**config.mk**
```make
export PLATFORM = sky130hd
export DESIGN_NAME = light_pulse_distance_receiver
export DESIGN_NICKNAME = d
export VERILOG_FILES = /design/src/design/lpdr_pkg.sv /design/src/design/lpdr_fifo.sv /design/src/design/lpdr_front.sv /design/src/design/lpdr_back.sv /design/src/design/light_pulse_distance_receiver.sv
export SDC_FILE = /design/constraint.sdc
export NUM_CORES = 1
export LEC_CHECK = 0
export BUFFER_PORTS_ARGS = -buffer_cell sky130_fd_sc_hd__buf_2
export CAP_MARGIN = 5
export CORE_MARGIN = 2
export CORE_UTILIZATION = 35
export CTS_CLUSTER_DIAMETER = 80
export DETAILED_ROUTE_END_ITERATION = 8
export GPL_TIMING_DRIVEN = 0
export SLEW_MARGIN = 30
export SYNTH_ARGS = -nofsm -noshare
export SYNTH_HDL_FRONTEND = slang
export SYNTH_HIERARCHICAL = 1
export SYNTH_SLANG_ARGS = --single-unit
```
**constraint.sdc**
```tcl
create_clock -name clk_i -period 9.25 [get_ports clk_i]
set_input_delay 0.925 -clock clk_i [delete_from_list [all_inputs] [get_ports clk_i]]
set_output_delay 0.925 -clock clk_i [all_outputs]
set_load 0.05 [all_outputs]
```
**src/design/lpdr_pkg.sv**
```systemverilog
// Shared types, constants and constant-divide helpers for the light pulse
// distance receiver. No dependencies.
package lpdr_pkg;

  // Field widths
  localparam int SampleW = 10;
  localparam int TimeW   = 32;
  localparam int DurW    = 15;
  localparam int ByteW   = 8;
  localparam int IdxW    = 7;
  localparam int ThHiW   = 10;
  localparam int ThLoW   = 11;
  localparam int CalMinW = 11;

  // Timing limits in ms
  localparam logic [TimeW-1:0] LeaderMs = 32'd800;
  localparam logic [TimeW-1:0] OneMs    = 32'd200;

  // Reset values
  localparam logic [SampleW-1:0] ThHighRst = 10'd700;
  localparam logic [SampleW-1:0] ThLowRst  = 10'd100;
  localparam logic [CalMinW-1:0] CalMinRst = 11'd1024;

  // Defaults for top-level parameters
  localparam int MaxBytesDef   = 64;
  localparam int QueueDepthDef = 4;

  // Configuration register indexes
  localparam logic RegThHigh = 1'b0;
  localparam logic RegThLow  = 1'b1;

  typedef enum logic [2:0] {
    EV_BYTE     = 3'd0,
    EV_LEADER   = 3'd1,
    EV_CAL_DONE = 3'd2,
    EV_CAL_ERR  = 3'd3,
    EV_DROP     = 3'd4
  } lpdr_ev_e;

  // Result command passed from front to back through the queue
  typedef struct packed {
    lpdr_ev_e         ev;
    logic [ByteW-1:0] data;
    logic [IdxW-1:0]  idx;
    logic [ThHiW-1:0] th;
    logic [ThLoW-1:0] tl;
  } lpdr_cmd_t;

  // floor(m*4/5): reciprocal 3277/2^14, exact for m*4 < 4096
  function automatic logic [ThHiW-1:0] div5_x4(input logic [SampleW-1:0] m);
    logic [23:0] prod;
    prod = {2'b00, m, 2'b00} * 24'd3277;
    return prod[23:14];
  endfunction

  // floor(m*6/5): reciprocal 3277/2^14, exact for m*6 <= 6144
  function automatic logic [ThLoW-1:0] div5_x6(input logic [CalMinW-1:0] m);
    logic [12:0] m6;
    logic [24:0] prod;
    m6   = {m, 2'b00} + {1'b0, m, 1'b0};
    prod = {12'd0, m6} * 25'd3277;
    return prod[24:14];
  endfunction

  // floor(t/3): reciprocal 43691/2^17, exact for t < 1024
  function automatic logic [ThLoW-1:0] div3(input logic [ThHiW-1:0] t);
    logic [25:0] prod;
    prod = {16'd0, t} * 26'd43691;
    return {2'b00, prod[25:17]};
  endfunction

endpackage

```
**src/design/lpdr_fifo.sv**
```systemverilog
// Small register FIFO carrying result commands from front to back.
// No package dependencies.
module lpdr_fifo #(
  parameter int Width = 8,
  parameter int Depth = 4
) (
  input  logic             clk_i,
  input  logic             rst_ni,
  input  logic             push_i,
  input  logic [Width-1:0] wdata_i,
  output logic             ready_o,
  input  logic             pop_i,
  output logic [Width-1:0] rdata_o,
  output logic             valid_o
);
  localparam int PtrW = (Depth > 1) ? $clog2(Depth) : 1;
  localparam int CntW = $clog2(Depth + 1);
  localparam logic [PtrW-1:0] PtrLast = PtrW'(Depth - 1);
  localparam logic [CntW-1:0] CntFull = CntW'(Depth);

  logic [Width-1:0] mem_q [Depth];
  logic [PtrW-1:0]  wptr_q, rptr_q;
  logic [CntW-1:0]  cnt_q;
  logic             do_push, do_pop;

  assign ready_o = (cnt_q != CntFull);
  assign valid_o = (cnt_q != '0);
  assign rdata_o = mem_q[rptr_q];
  assign do_push = push_i && ready_o;
  assign do_pop  = pop_i && valid_o;

  always_ff @(posedge clk_i or negedge rst_ni) begin
    if (!rst_ni) begin
      wptr_q <= '0;
      rptr_q <= '0;
      cnt_q  <= '0;
    end else begin
      if (do_push) begin
        wptr_q <= (wptr_q == PtrLast) ? '0 : wptr_q + PtrW'(1);
      end
      if (do_pop) begin
        rptr_q <= (rptr_q == PtrLast) ? '0 : rptr_q + PtrW'(1);
      end
      if (do_push && !do_pop) begin
        cnt_q <= cnt_q + CntW'(1);
      end else if (!do_push && do_pop) begin
        cnt_q <= cnt_q - CntW'(1);
      end
    end
  end

  always_ff @(posedge clk_i) begin
    if (do_push) begin
      mem_q[wptr_q] <= wdata_i;
    end
  end

endmodule

```
**src/design/lpdr_front.sv**
```systemverilog
// Front end: accepts items, runs hysteresis, edge timing, bit/byte assembly
// and calibration, and pushes result commands. Depends on lpdr_pkg.
module lpdr_front import lpdr_pkg::*; #(
  parameter int MaxBytes = MaxBytesDef
) (
  input  logic               clk_i,
  input  logic               rst_ni,
  input  logic               cfg_we_i,
  input  logic               cfg_idx_i,
  input  logic [SampleW-1:0] cfg_wdata_i,
  input  logic               in_valid_i,
  output logic               in_ready_o,
  input  logic               req_type_i,
  input  logic [SampleW-1:0] sample_i,
  input  logic [TimeW-1:0]   now_ms_i,
  input  logic [DurW-1:0]    cal_duration_ms_i,
  input  logic               q_ready_i,
  output logic               q_push_o,
  output lpdr_cmd_t          q_cmd_o
);
  localparam int CntW = $clog2(MaxBytes + 1);
  localparam logic [CntW-1:0] CntMax = CntW'(MaxBytes);

  typedef enum logic [1:0] {
    CAL_IDLE,
    CAL_MUL,
    CAL_FIN
  } cal_st_e;

  cal_st_e            cal_st_q, cal_st_d;
  logic [SampleW-1:0] act_high_q, act_high_d;
  logic [SampleW-1:0] act_low_q, act_low_d;
  logic               prev_q, prev_d;
  logic [TimeW-1:0]   last_edge_q, last_edge_d;
  logic [ByteW-1:0]   shift_q, shift_d;
  logic [2:0]         bit_cnt_q, bit_cnt_d;
  logic [CntW-1:0]    byte_cnt_q, byte_cnt_d;
  logic               calib_q, calib_d;
  logic [TimeW-1:0]   cal_start_q, cal_start_d;
  logic [DurW-1:0]    cal_len_q, cal_len_d;
  logic [SampleW-1:0] cal_max_q, cal_max_d;
  logic [CalMinW-1:0] cal_min_q, cal_min_d;
  logic [ThHiW-1:0]   th_q, th_d;
  logic [ThLoW-1:0]   tl6_q, tl6_d;

  logic             accept;
  logic             is_high, is_low;
  logic [TimeW-1:0] diff, cal_elapsed;
  logic [ByteW-1:0] nshift;
  logic [ThLoW-1:0] tl;

  assign in_ready_o  = q_ready_i && (cal_st_q == CAL_IDLE);
  assign accept      = in_valid_i && in_ready_o;
  assign is_high     = sample_i > act_high_q;
  assign is_low      = sample_i < act_low_q;
  assign diff        = now_ms_i - last_edge_q;
  assign cal_elapsed = now_ms_i - cal_start_q;
  assign nshift      = {shift_q[ByteW-2:0], (diff > OneMs)};
  assign tl          = (cal_min_q == '0) ? div3(th_q) : tl6_q;

  always_comb begin
    cal_st_d    = cal_st_q;
    act_high_d  = act_high_q;
    act_low_d   = act_low_q;
    prev_d      = prev_q;
    last_edge_d = last_edge_q;
    shift_d     = shift_q;
    bit_cnt_d   = bit_cnt_q;
    byte_cnt_d  = byte_cnt_q;
    calib_d     = calib_q;
    cal_start_d = cal_start_q;
    cal_len_d   = cal_len_q;
    cal_max_d   = cal_max_q;
    cal_min_d   = cal_min_q;
    th_d        = th_q;
    tl6_d       = tl6_q;
    q_push_o    = 1'b0;
    q_cmd_o     = '{ev: EV_BYTE, data: shift_q, idx: IdxW'(byte_cnt_q), th: th_q, tl: tl};

    unique case (cal_st_q)
      CAL_IDLE: begin
        if (accept) begin
          if (req_type_i) begin
            calib_d     = 1'b1;
            cal_start_d = now_ms_i;
            cal_len_d   = cal_duration_ms_i;
            cal_max_d   = '0;
            cal_min_d   = CalMinRst;
          end else if (calib_q) begin
            cal_max_d = (sample_i > cal_max_q) ? sample_i : cal_max_q;
            cal_min_d = ({1'b0, sample_i} < cal_min_q) ? {1'b0, sample_i} : cal_min_q;
            if (cal_elapsed >= {{(TimeW-DurW){1'b0}}, cal_len_q}) begin
              calib_d  = 1'b0;
              cal_st_d = CAL_MUL;
            end
          end else if (is_high || is_low) begin
            prev_d = is_high;
            if (is_high && !prev_q) begin
              last_edge_d = now_ms_i;
              if (diff > LeaderMs) begin
                q_push_o    = 1'b1;
                q_cmd_o.ev  = EV_LEADER;
                byte_cnt_d  = '0;
                shift_d     = '0;
                bit_cnt_d   = '0;
              end else if (bit_cnt_q == 3'd7) begin
                // byte complete
                q_push_o     = 1'b1;
                q_cmd_o.data = nshift;
                shift_d      = '0;
                bit_cnt_d    = '0;
                if (byte_cnt_q < CntMax) begin
                  q_cmd_o.ev = EV_BYTE;
                  byte_cnt_d = byte_cnt_q + CntW'(1);
                end else begin
                  q_cmd_o.ev = EV_DROP;
                end
              end else begin
                shift_d   = nshift;
                bit_cnt_d = bit_cnt_q + 3'd1;
              end
            end
          end
        end
      end
      CAL_MUL: begin
        th_d     = div5_x4(cal_max_q);
        tl6_d    = div5_x6(cal_min_q);
        cal_st_d = CAL_FIN;
      end
      CAL_FIN: begin
        if (q_ready_i) begin
          q_push_o = 1'b1;
          cal_st_d = CAL_IDLE;
          if (tl >= {1'b0, th_q}) begin
            q_cmd_o.ev = EV_CAL_ERR;
          end else begin
            q_cmd_o.ev = EV_CAL_DONE;
            act_high_d = th_q;
            act_low_d  = tl[SampleW-1:0];
          end
        end
      end
      default: cal_st_d = CAL_IDLE;
    endcase

    // The user must make register writes only while idle; the block does not enforce it
    if (cfg_we_i) begin
      if (cfg_idx_i == RegThHigh) begin
        act_high_d = cfg_wdata_i;
      end else if (cfg_idx_i == RegThLow) begin
        act_low_d = cfg_wdata_i;
      end
    end
  end

  always_ff @(posedge clk_i or negedge rst_ni) begin
    if (!rst_ni) begin
      cal_st_q    <= CAL_IDLE;
      act_high_q  <= ThHighRst;
      act_low_q   <= ThLowRst;
      prev_q      <= 1'b0;
      last_edge_q <= '0;
      shift_q     <= '0;
      bit_cnt_q   <= '0;
      byte_cnt_q  <= '0;
      calib_q     <= 1'b0;
      cal_start_q <= '0;
      cal_len_q   <= '0;
      cal_max_q   <= '0;
      cal_min_q   <= CalMinRst;
    end else begin
      cal_st_q    <= cal_st_d;
      act_high_q  <= act_high_d;
      act_low_q   <= act_low_d;
      prev_q      <= prev_d;
      last_edge_q <= last_edge_d;
      shift_q     <= shift_d;
      bit_cnt_q   <= bit_cnt_d;
      byte_cnt_q  <= byte_cnt_d;
      calib_q     <= calib_d;
      cal_start_q <= cal_start_d;
      cal_len_q   <= cal_len_d;
      cal_max_q   <= cal_max_d;
      cal_min_q   <= cal_min_d;
    end
  end

  always_ff @(posedge clk_i) begin
    th_q  <= th_d;
    tl6_q <= tl6_d;
  end

endmodule

```
**src/design/lpdr_back.sv**
```systemverilog
// Back end: pops result commands, zeroes the fields an event does not use,
// and holds the result in the output register. Depends on lpdr_pkg.
module lpdr_back import lpdr_pkg::*; (
  input  logic             clk_i,
  input  logic             rst_ni,
  input  logic             q_valid_i,
  input  lpdr_cmd_t        q_cmd_i,
  output logic             q_pop_o,
  output logic             out_valid_o,
  input  logic             out_ready_i,
  output logic [2:0]       event_res_o,
  output logic [ByteW-1:0] data_byte_o,
  output logic [IdxW-1:0]  byte_index_o,
  output logic [ThHiW-1:0] new_thresh_high_o,
  output logic [ThLoW-1:0] new_thresh_low_o
);
  logic             out_valid_q;
  logic [2:0]       ev_q;
  logic [ByteW-1:0] data_q, data_d;
  logic [IdxW-1:0]  idx_q, idx_d;
  logic [ThHiW-1:0] th_q, th_d;
  logic [ThLoW-1:0] tl_q, tl_d;

  assign q_pop_o = q_valid_i && (!out_valid_q || out_ready_i);

  always_comb begin
    data_d = '0;
    idx_d  = '0;
    th_d   = '0;
    tl_d   = '0;
    unique case (q_cmd_i.ev)
      EV_BYTE, EV_DROP: begin
        data_d = q_cmd_i.data;
        idx_d  = q_cmd_i.idx;
      end
      EV_LEADER: idx_d = q_cmd_i.idx;
      EV_CAL_DONE, EV_CAL_ERR: begin
        th_d = q_cmd_i.th;
        tl_d = q_cmd_i.tl;
      end
      default: data_d = '0;
    endcase
  end

  always_ff @(posedge clk_i or negedge rst_ni) begin
    if (!rst_ni) begin
      out_valid_q <= 1'b0;
    end else if (q_pop_o) begin
      out_valid_q <= 1'b1;
    end else if (out_ready_i) begin
      out_valid_q <= 1'b0;
    end
  end

  always_ff @(posedge clk_i) begin
    if (q_pop_o) begin
      ev_q   <= q_cmd_i.ev;
      data_q <= data_d;
      idx_q  <= idx_d;
      th_q   <= th_d;
      tl_q   <= tl_d;
    end
  end

  assign out_valid_o       = out_valid_q;
  assign event_res_o       = ev_q;
  assign data_byte_o       = data_q;
  assign byte_index_o      = idx_q;
  assign new_thresh_high_o = th_q;
  assign new_thresh_low_o  = tl_q;

endmodule

```
**src/design/light_pulse_distance_receiver.sv**
```systemverilog
// Light pulse distance receiver: top level tying front, result queue and back.
// Depends on lpdr_pkg, lpdr_front, lpdr_fifo, lpdr_back.

// The block takes one item per clock: a timestamped light sample, or a
// request to start calibration. Outside calibration each sample is sliced
// by hysteresis thresholds; a rising edge measures the time since the last
// one: over 800 ms is a leader (reports the frame's byte count, event 1),
// over 200 ms a one bit, else a zero bit. Bits fill bytes MSB first; each
// full byte comes out as event 0 with its index, or event 4 once the frame
// already holds MaxBytes bytes. During calibration samples feed a min/max
// tracker; when the duration has elapsed the new thresholds are worked out
// and reported as event 2 (applied) or event 3 (rejected, low >= high).
// Rate: one item per cycle while in_ready is high. The sample that ends
// calibration holds in_ready low while the threshold math runs through its
// registered multiply step (CAL_MUL) and the compare and queue write (CAL_FIN).
// in_ready also drops while the QueueDepth-entry result queue between the
// front end and the output register is full, which only happens when
// out_ready stays low. A result passes through the queue write, then the
// output register; a calibration result first passes CAL_MUL and CAL_FIN.
// Register writes (index 0 high threshold, 1 low threshold) load the active
// thresholds at once and are expected only while the block is idle.
module light_pulse_distance_receiver import lpdr_pkg::*; #(
  parameter int MaxBytes   = MaxBytesDef,
  parameter int QueueDepth = QueueDepthDef
) (
  input  logic               clk_i,
  input  logic               rst_ni,
  // configuration write port
  input  logic               cfg_we_i,
  input  logic               cfg_idx_i,
  input  logic [SampleW-1:0] cfg_wdata_i,
  // input items
  input  logic               in_valid_i,
  output logic               in_ready_o,
  input  logic               req_type_i,
  input  logic [SampleW-1:0] sample_i,
  input  logic [TimeW-1:0]   now_ms_i,
  input  logic [DurW-1:0]    cal_duration_ms_i,
  // result items
  output logic               out_valid_o,
  input  logic               out_ready_i,
  output logic [2:0]         event_res_o,
  output logic [ByteW-1:0]   data_byte_o,
  output logic [IdxW-1:0]    byte_index_o,
  output logic [ThHiW-1:0]   new_thresh_high_o,
  output logic [ThLoW-1:0]   new_thresh_low_o
);
  localparam int CmdW = $bits(lpdr_cmd_t);

  lpdr_cmd_t        push_cmd, pop_cmd;
  logic [CmdW-1:0]  pop_bits;
  logic             q_push, q_ready, q_pop, q_valid;

  // Front: all per-item state, one transfer per cycle while in_ready is high
  lpdr_front #(
    .MaxBytes (MaxBytes)
  ) u_front (
    .clk_i             (clk_i),
    .rst_ni            (rst_ni),
    .cfg_we_i          (cfg_we_i),
    .cfg_idx_i         (cfg_idx_i),
    .cfg_wdata_i       (cfg_wdata_i),
    .in_valid_i        (in_valid_i),
    .in_ready_o        (in_ready_o),
    .req_type_i        (req_type_i),
    .sample_i          (sample_i),
    .now_ms_i          (now_ms_i),
    .cal_duration_ms_i (cal_duration_ms_i),
    .q_ready_i         (q_ready),
    .q_push_o          (q_push),
    .q_cmd_o           (push_cmd)
  );

  // Result queue decouples front from output stalls
  lpdr_fifo #(
    .Width (CmdW),
    .Depth (QueueDepth)
  ) u_queue (
    .clk_i   (clk_i),
    .rst_ni  (rst_ni),
    .push_i  (q_push),
    .wdata_i (push_cmd),
    .ready_o (q_ready),
    .pop_i   (q_pop),
    .rdata_o (pop_bits),
    .valid_o (q_valid)
  );

  assign pop_cmd = lpdr_cmd_t'(pop_bits);

  // Back: result formatting and output register
  lpdr_back u_back (
    .clk_i             (clk_i),
    .rst_ni            (rst_ni),
    .q_valid_i         (q_valid),
    .q_cmd_i           (pop_cmd),
    .q_pop_o           (q_pop),
    .out_valid_o       (out_valid_o),
    .out_ready_i       (out_ready_i),
    .event_res_o       (event_res_o),
    .data_byte_o       (data_byte_o),
    .byte_index_o      (byte_index_o),
    .new_thresh_high_o (new_thresh_high_o),
    .new_thresh_low_o  (new_thresh_low_o)
  );

endmodule
```
==> out/qor.csv, run 1 <==
metric,value,unit
gr usage total,16.04,%
Post-CTS Setup Inserts,0,
Worst Setup SP,u_front/th_q[6],
Crit Path Category,reg -> reg,
Chip Width,279.4,um
status,"finished, final reports clean",
"Data required, critical path",9.75,ns
I/O pin total,115,
Max transition margin,37.09,%
"wirelength, routed",62230,um
RSZ-0062 raised after global routing,no,
count of state elements after synthesis,366,
CP max stage delay,0.77,ns
antenna violations before repair,6,
slowest cell on the critical path,edfxtp_1,
global-route met2 utilization,26.76,%
drt initial violations,1083,
Top delay family on crit path,compound AO/OA/AOI/OAI gates,
"Warnings, synthesis",6,
most common flop cell mapped by yosys,edfxtp_1,
Fin. Hold Viols,0,
clock slew seen by the registers of the worst setup and hold paths,0.06,ns
Critical Path Sink Type,register,
cells on worst reg2reg path,29,
FP Rows,100,
Fmax achieved,116.8,MHz
Async SR Flop Fraction,40.98,%
CTS Root Cell,clkbuf_16,
GRT met1 Usage,21.59,%
Crit. path cell count,29,
Starting Density,35.47,%
Syn Nets,2880,
P&R area growth vs syn,12.77,%
Worst Path Buf+Inv,5,
Resized Gates After CTS,0,
drc violations,0,
CP arrival,9.06,ns
Synth cell types,102,
end of the critical path,u_front/act_high_q[0],
met3 Usage GRT,2.802,%
drt first pass iters,5,
antenna-violating nets left,0,
routability cong.,0.8778,
post-synthesis instance total,2347,
clock buffer count from CTS,44,
first-pass GRT wire length,100400,um
grt ovf,0,
CP Launch Type,register,
max cap viols,0,
Finish-stage setup viols,0,
Max Buffers Root-to-Sink,3,
Worst-Skew Late Latency,0.59,ns
flop-to-flop setup slack,0.69,ns
reg2reg end,u_front/act_high_q[0],
DIE AREA,0.07805,mm2
CP dominant cell by count,a21o_1,
Worst Max-Slew Pin Slew,0.9337,ns
placed wire-length estimate,48490,um
RR Startpoint,u_front/th_q[6],
max-slew violations,0,
Tmin final,8.558,ns
Post-synth EDFFs,216,
post-DR wirelength/cell,17.70,um
syn_area_per_cell,11.31,um2
Mapped Area,0.02654,mm2
GRT Max-Usage Layer,met2,
Reg area,0.01025,mm2
via count,18260,
CTS tree,done,
worst clock skew,0.03033,ns
Hold Buf Count CTS,0,
TNS Setup,0,ns
Port Buffers,114,
fin crit share,92.52,%
crit path max fanout,10,
clk sinks,366,
"Seq/Total Area, Yosys",38.63,%
H-tree depth,2,
die height,279.4,um
fill count,7181,
DR vias/cell,5.193,
largest net degree at the start of global routing,82,
vias in the first global route,18640,
Layout Nets,3042,
Tightest Hold Check Type,in -> async,
core footprint,0.07482,mm2
area of the multi-input gates,0.01493,mm2
layout cells sized above 1,14.93,%
## logic make-up (layout without fill, tap and decap cells)
group / count (synthesis) / after routing / synth area share, %
compound gates: 462 / 462 / 11.57
mux: 158 / 158 / 8.254
other cells: 0 / 2 / 0
buf+inv: 352 / 550 / 5.195
simple gates: 473 / 473 / 9.343
xor+xnor: 77 / 77 / 2.541
fa+ha+maj: 459 / 459 / 24.47
flops: 366 / 366 / 38.63
## cell usage in the layout, fill, tap and decap left out, types with 9 or more instances in the layout
cell,instances
a21o_1,64
o22ai_1,10
buf_2,121
nor2b_1,23
nand3_1,36
o31ai_1,13
nand2_1,107
inv_1,293
a211oi_1,15
mux2_2,88
o21ai_0,99
xor2_1,24
nand4_1,22
and2_1,40
clkbuf_1,43
dfrtp_1,140
a22oi_1,9
a22o_1,14
dfstp_2,10
nor4_1,12
mux4_2,39
clkbuf_16,44
nor3_1,34
xnor2_1,53
ha_1,359
and3_1,19
o21a_1,22
buf_1,10
edfxtp_1,216
nand2b_1,18
a21oi_1,107
o211ai_1,11
o21bai_1,17
mux2i_1,28
fa_1,100
nor2_1,96
## stage by stage
step                instances  worst slack, ns  hold slack, ns  util, %  cell area (um2)
floorplan                2347            2.075          0.4473        -            26540
global placement         3430           0.8032          0.4626    37.86            28320
detailed placement       3432           0.7979          0.4762    37.97            28410
CTS                      3514           0.7074          0.3390    40.00            29930
global route             3514           0.2536          0.3467    40.00            29930
finish                   3516           0.6917          0.3050    40.00            29930
## registers in the layout, summed over array words and instances (netlist names), 11 cells and up
name / count
u_front/cal_min_q: 11
u_back/new_thresh_low_o: 11
u_front/cal_len_q: 15
u_front/tl6_q: 11
u_front/last_edge_q: 32
u_front/cal_start_q: 32
u_queue/mem_q: 156
## layer usage
layer  wire (um)  vias up
li1            -     8787
met1       28470     8960
met2       29160      408
met3        3114       95
met4        1441        8
met5          51        -
## synthesized netlist by cell type (41+ instances only)
library cell / number / share of area [%]
dfrtp_1: 140 / 13
fa_1: 100 / 7.5
a21oi_1: 107 / 2.0
and2_1: 41 / 0.97
xnor2_1: 53 / 1.7
o21ai_0: 99 / 1.9
nand2_1: 107 / 1.5
mux2_2: 88 / 3.7
edfxtp_1: 216 / 24
inv_1: 293 / 4.1
nor2_1: 96 / 1.4
ha_1: 359 / 17
a21o_1: 64 / 1.8
## how the worst min path moves through the flow
| stage | start | to | slack (ns) | cells past startpoint |
|---|---|---|---|---|
| 2_1_floorplan | u_queue/cnt_q[2] | u_queue/cnt_q[2] | 0.45 | 1 |
| 3_3_place_gp | u_queue/cnt_q[2] | u_queue/cnt_q[2] | 0.46 | 1 |
| 3_5_place_dp | u_queue/cnt_q[2] | u_queue/cnt_q[2] | 0.48 | 1 |
| 4_1_cts | rst_ni | u_front/shift_q[0] | 0.34 | 1 |
| 5_1_grt | rst_ni | u_front/shift_q[3] | 0.35 | 1 |
| 6_report | rst_ni | u_front/shift_q[3] | 0.30 | 1 |
## final cells by class
type,instances,area share (%)
Antenna cell,2,0.01672
Buffer,58,0.9197
Clock buffer,58,3.921
Clock inverter,24,1.129
Inverter,294,3.687
Multi-Input combinational cell,1629,49.90
Sequential cell,366,34.25
Tap cell,969,4.051
Timing Repair Buffer,116,2.124
Power of run 1 is not shown: default switching activity piles up to over one toggle a cycle in this logic, so the estimate is an artifact.
==> run 2: changes to the inputs <==
--- a/config.mk
+++ b/config.mk
@@ -7,11 +7,12 @@
 export LEC_CHECK = 0
 export BUFFER_PORTS_ARGS = -buffer_cell sky130_fd_sc_hd__buf_2
 export CAP_MARGIN = 5
-export CORE_MARGIN = 2
+export CORE_MARGIN = 5
 export CORE_UTILIZATION = 35
 export CTS_CLUSTER_DIAMETER = 80
 export DETAILED_ROUTE_END_ITERATION = 8
 export GPL_TIMING_DRIVEN = 0
+export REMOVE_ABC_BUFFERS = 1
 export SLEW_MARGIN = 30
 export SYNTH_ARGS = -nofsm -noshare
 export SYNTH_HDL_FRONTEND = slang
==> constraint.sdc (replaced) <==
create_clock -name clk_i -period 7.3 [get_ports clk_i]
set_input_delay 0.73 -clock clk_i [delete_from_list [all_inputs] [get_ports clk_i]]
set_output_delay 0.73 -clock clk_i [all_outputs]
set_load 0.05 [all_outputs]
==> out/qor.csv, run 2 (same netlist as run 1, synthesis figures left out) <==
metric,value,unit
Fmax achieved,140.3,MHz
Worst Path Buf+Inv,2,
CTS tree,done,
Layout Nets,3015,
drc violations,0,
slowest cell on the critical path,fa_2,
gr usage total,15.02,%
largest net degree at the start of global routing,63,
max cap viols,0,
drt initial violations,994,
Reg area,0.01026,mm2
DR vias/cell,5.153,
layout cells sized above 1,17.53,%
worst clock skew,0.03974,ns
Tightest Hold Check Type,in -> async,
DP Worst Slack,-0.9456,ns
Port Buffers,114,
CP Launch Type,register,
fill count,7202,
placed wire-length estimate,45640,um
first-pass GRT wire length,100200,um
Largest register FFs,156,
"commonest non-fill, non-tap cell in the layout",ha_1,
Fin. Hold Viols,0,
fin crit share,97.61,%
area of the multi-input gates,0.01523,mm2
routability cong.,0.8878,
CP arrival,7.60,ns
design area,0.03018,mm2
antenna violations before repair,9,
CTS Root Cell,clkbuf_16,
Finish-stage setup viols,0,
CP dominant cell by count,a21o_1,
FP Rows,101,
Worst-Skew Late Latency,0.57,ns
dpl cell area,0.02824,mm2
Max Buffers Root-to-Sink,3,
Max transition margin,33.72,%
H-tree depth,2,
CP max stage delay,0.60,ns
clock buffer count from CTS,42,
Tmin final,7.126,ns
most frequent cells in the layout,"ha_1, inv_1, edfxtp_1, dfrtp_1, buf_2",
Starting Density,35.12,%
Chip Width,285.4,um
P&R area growth vs syn,13.69,%
Critical Path Sink Type,register,
Crit Path Category,reg -> reg,
grt ovf,0,
die height,285.4,um
top flop regs,"u_queue/mem_q (156), u_front/cal_start_q (32), u_front/last_edge_q (32)",
crit path max fanout,6,
Top delay family on crit path,compound AO/OA/AOI/OAI gates,
I/O pin total,115,
Worst Max-Slew Pin Slew,0.9838,ns
core footprint,0.07557,mm2
"Data required, critical path",7.78,ns
status,"finished, final reports clean",
clk sinks,366,
clock slew seen by the registers of the worst setup and hold paths,0.06,ns
max-slew violations,0,
setup ws final,0.1744,ns
via count,18030,
Reg with most FFs,u_queue/mem_q,
vias in the first global route,18880,
post-DR wirelength/cell,17.64,um
DIE AREA,0.08144,mm2
drt first pass iters,5,
antenna-violating nets left,0,
"wirelength, routed",61730,um
## run 2: area by class of cell
| cell class | count | area share, % |
|---|---|---|
| multi-input cells | 1632 | 50.46 |
| flip-flops and latches | 366 | 34.01 |
| well taps | 978 | 4.055 |
| clock buffers | 54 | 3.769 |
| inverters | 294 | 3.665 |
| repair buffers | 146 | 2.990 |
| clock inverters | 23 | 1.003 |
| diodes | 6 | 0.04976 |
## run 2: worst paths after layout
| kind | start | end | slack, ns | cells after the start |
|---|---|---|---|---|
| hold reg to reg | u_queue/cnt_q[2] | u_queue/cnt_q[2] | 0.49 | 1 |
| min in group clk_i | cal_duration_ms_i[9] | u_front/cal_len_q[9] | 0.39 | 2 |
| hold / removal | rst_ni | u_front/cal_start_q[11] | 0.03 | 1 |
| setup reg to reg | u_front/th_q[4] | u_front/act_high_q[2] | 0.17 | 27 |
| max in group asynchronous | rst_ni | u_front/act_high_q[4] | 6.21 | 3 |
| setup / recovery | u_front/th_q[4] | u_front/act_high_q[2] | 0.17 | 27 |
## run 2: metrics by stage
stage	TNS [ns]	hold WS, ns	std cells	utilization, %
2_1_floorplan	0	0.4344	2289	-
3_3_place_gp	-30.73	0.4643	3381	37.13
3_5_place_dp	-22.09	0.4737	3386	37.37
4_1_cts	0	0.006014	3480	39.62
5_1_grt	-1.040	0.03115	3496	39.92
6_report	0	0.03155	3499	39.93
## run 2: timing repair
action | 4_1_cts | 5_1_grt
gates resized for setup | 26 | 29
gates cloned | 2 | 1
endpoints found under the setup margin | 29 | 29
pin swaps | 10 | 32
hold buffers | 0 | 0
setup buffers | 15 | 12
## run 2: routing by layer
layer / track usage, % / up-vias / routed length [um]
met2: 25.98 / 289 / 29970
li1: - / 8743 / -
met3: 2.182 / 82 / 2402
met4: 3.994 / 2 / 1445
met5: 0 / - / 12
met1: 19.81 / 8914 / 27910
Power of run 2 is left out for the same reason.
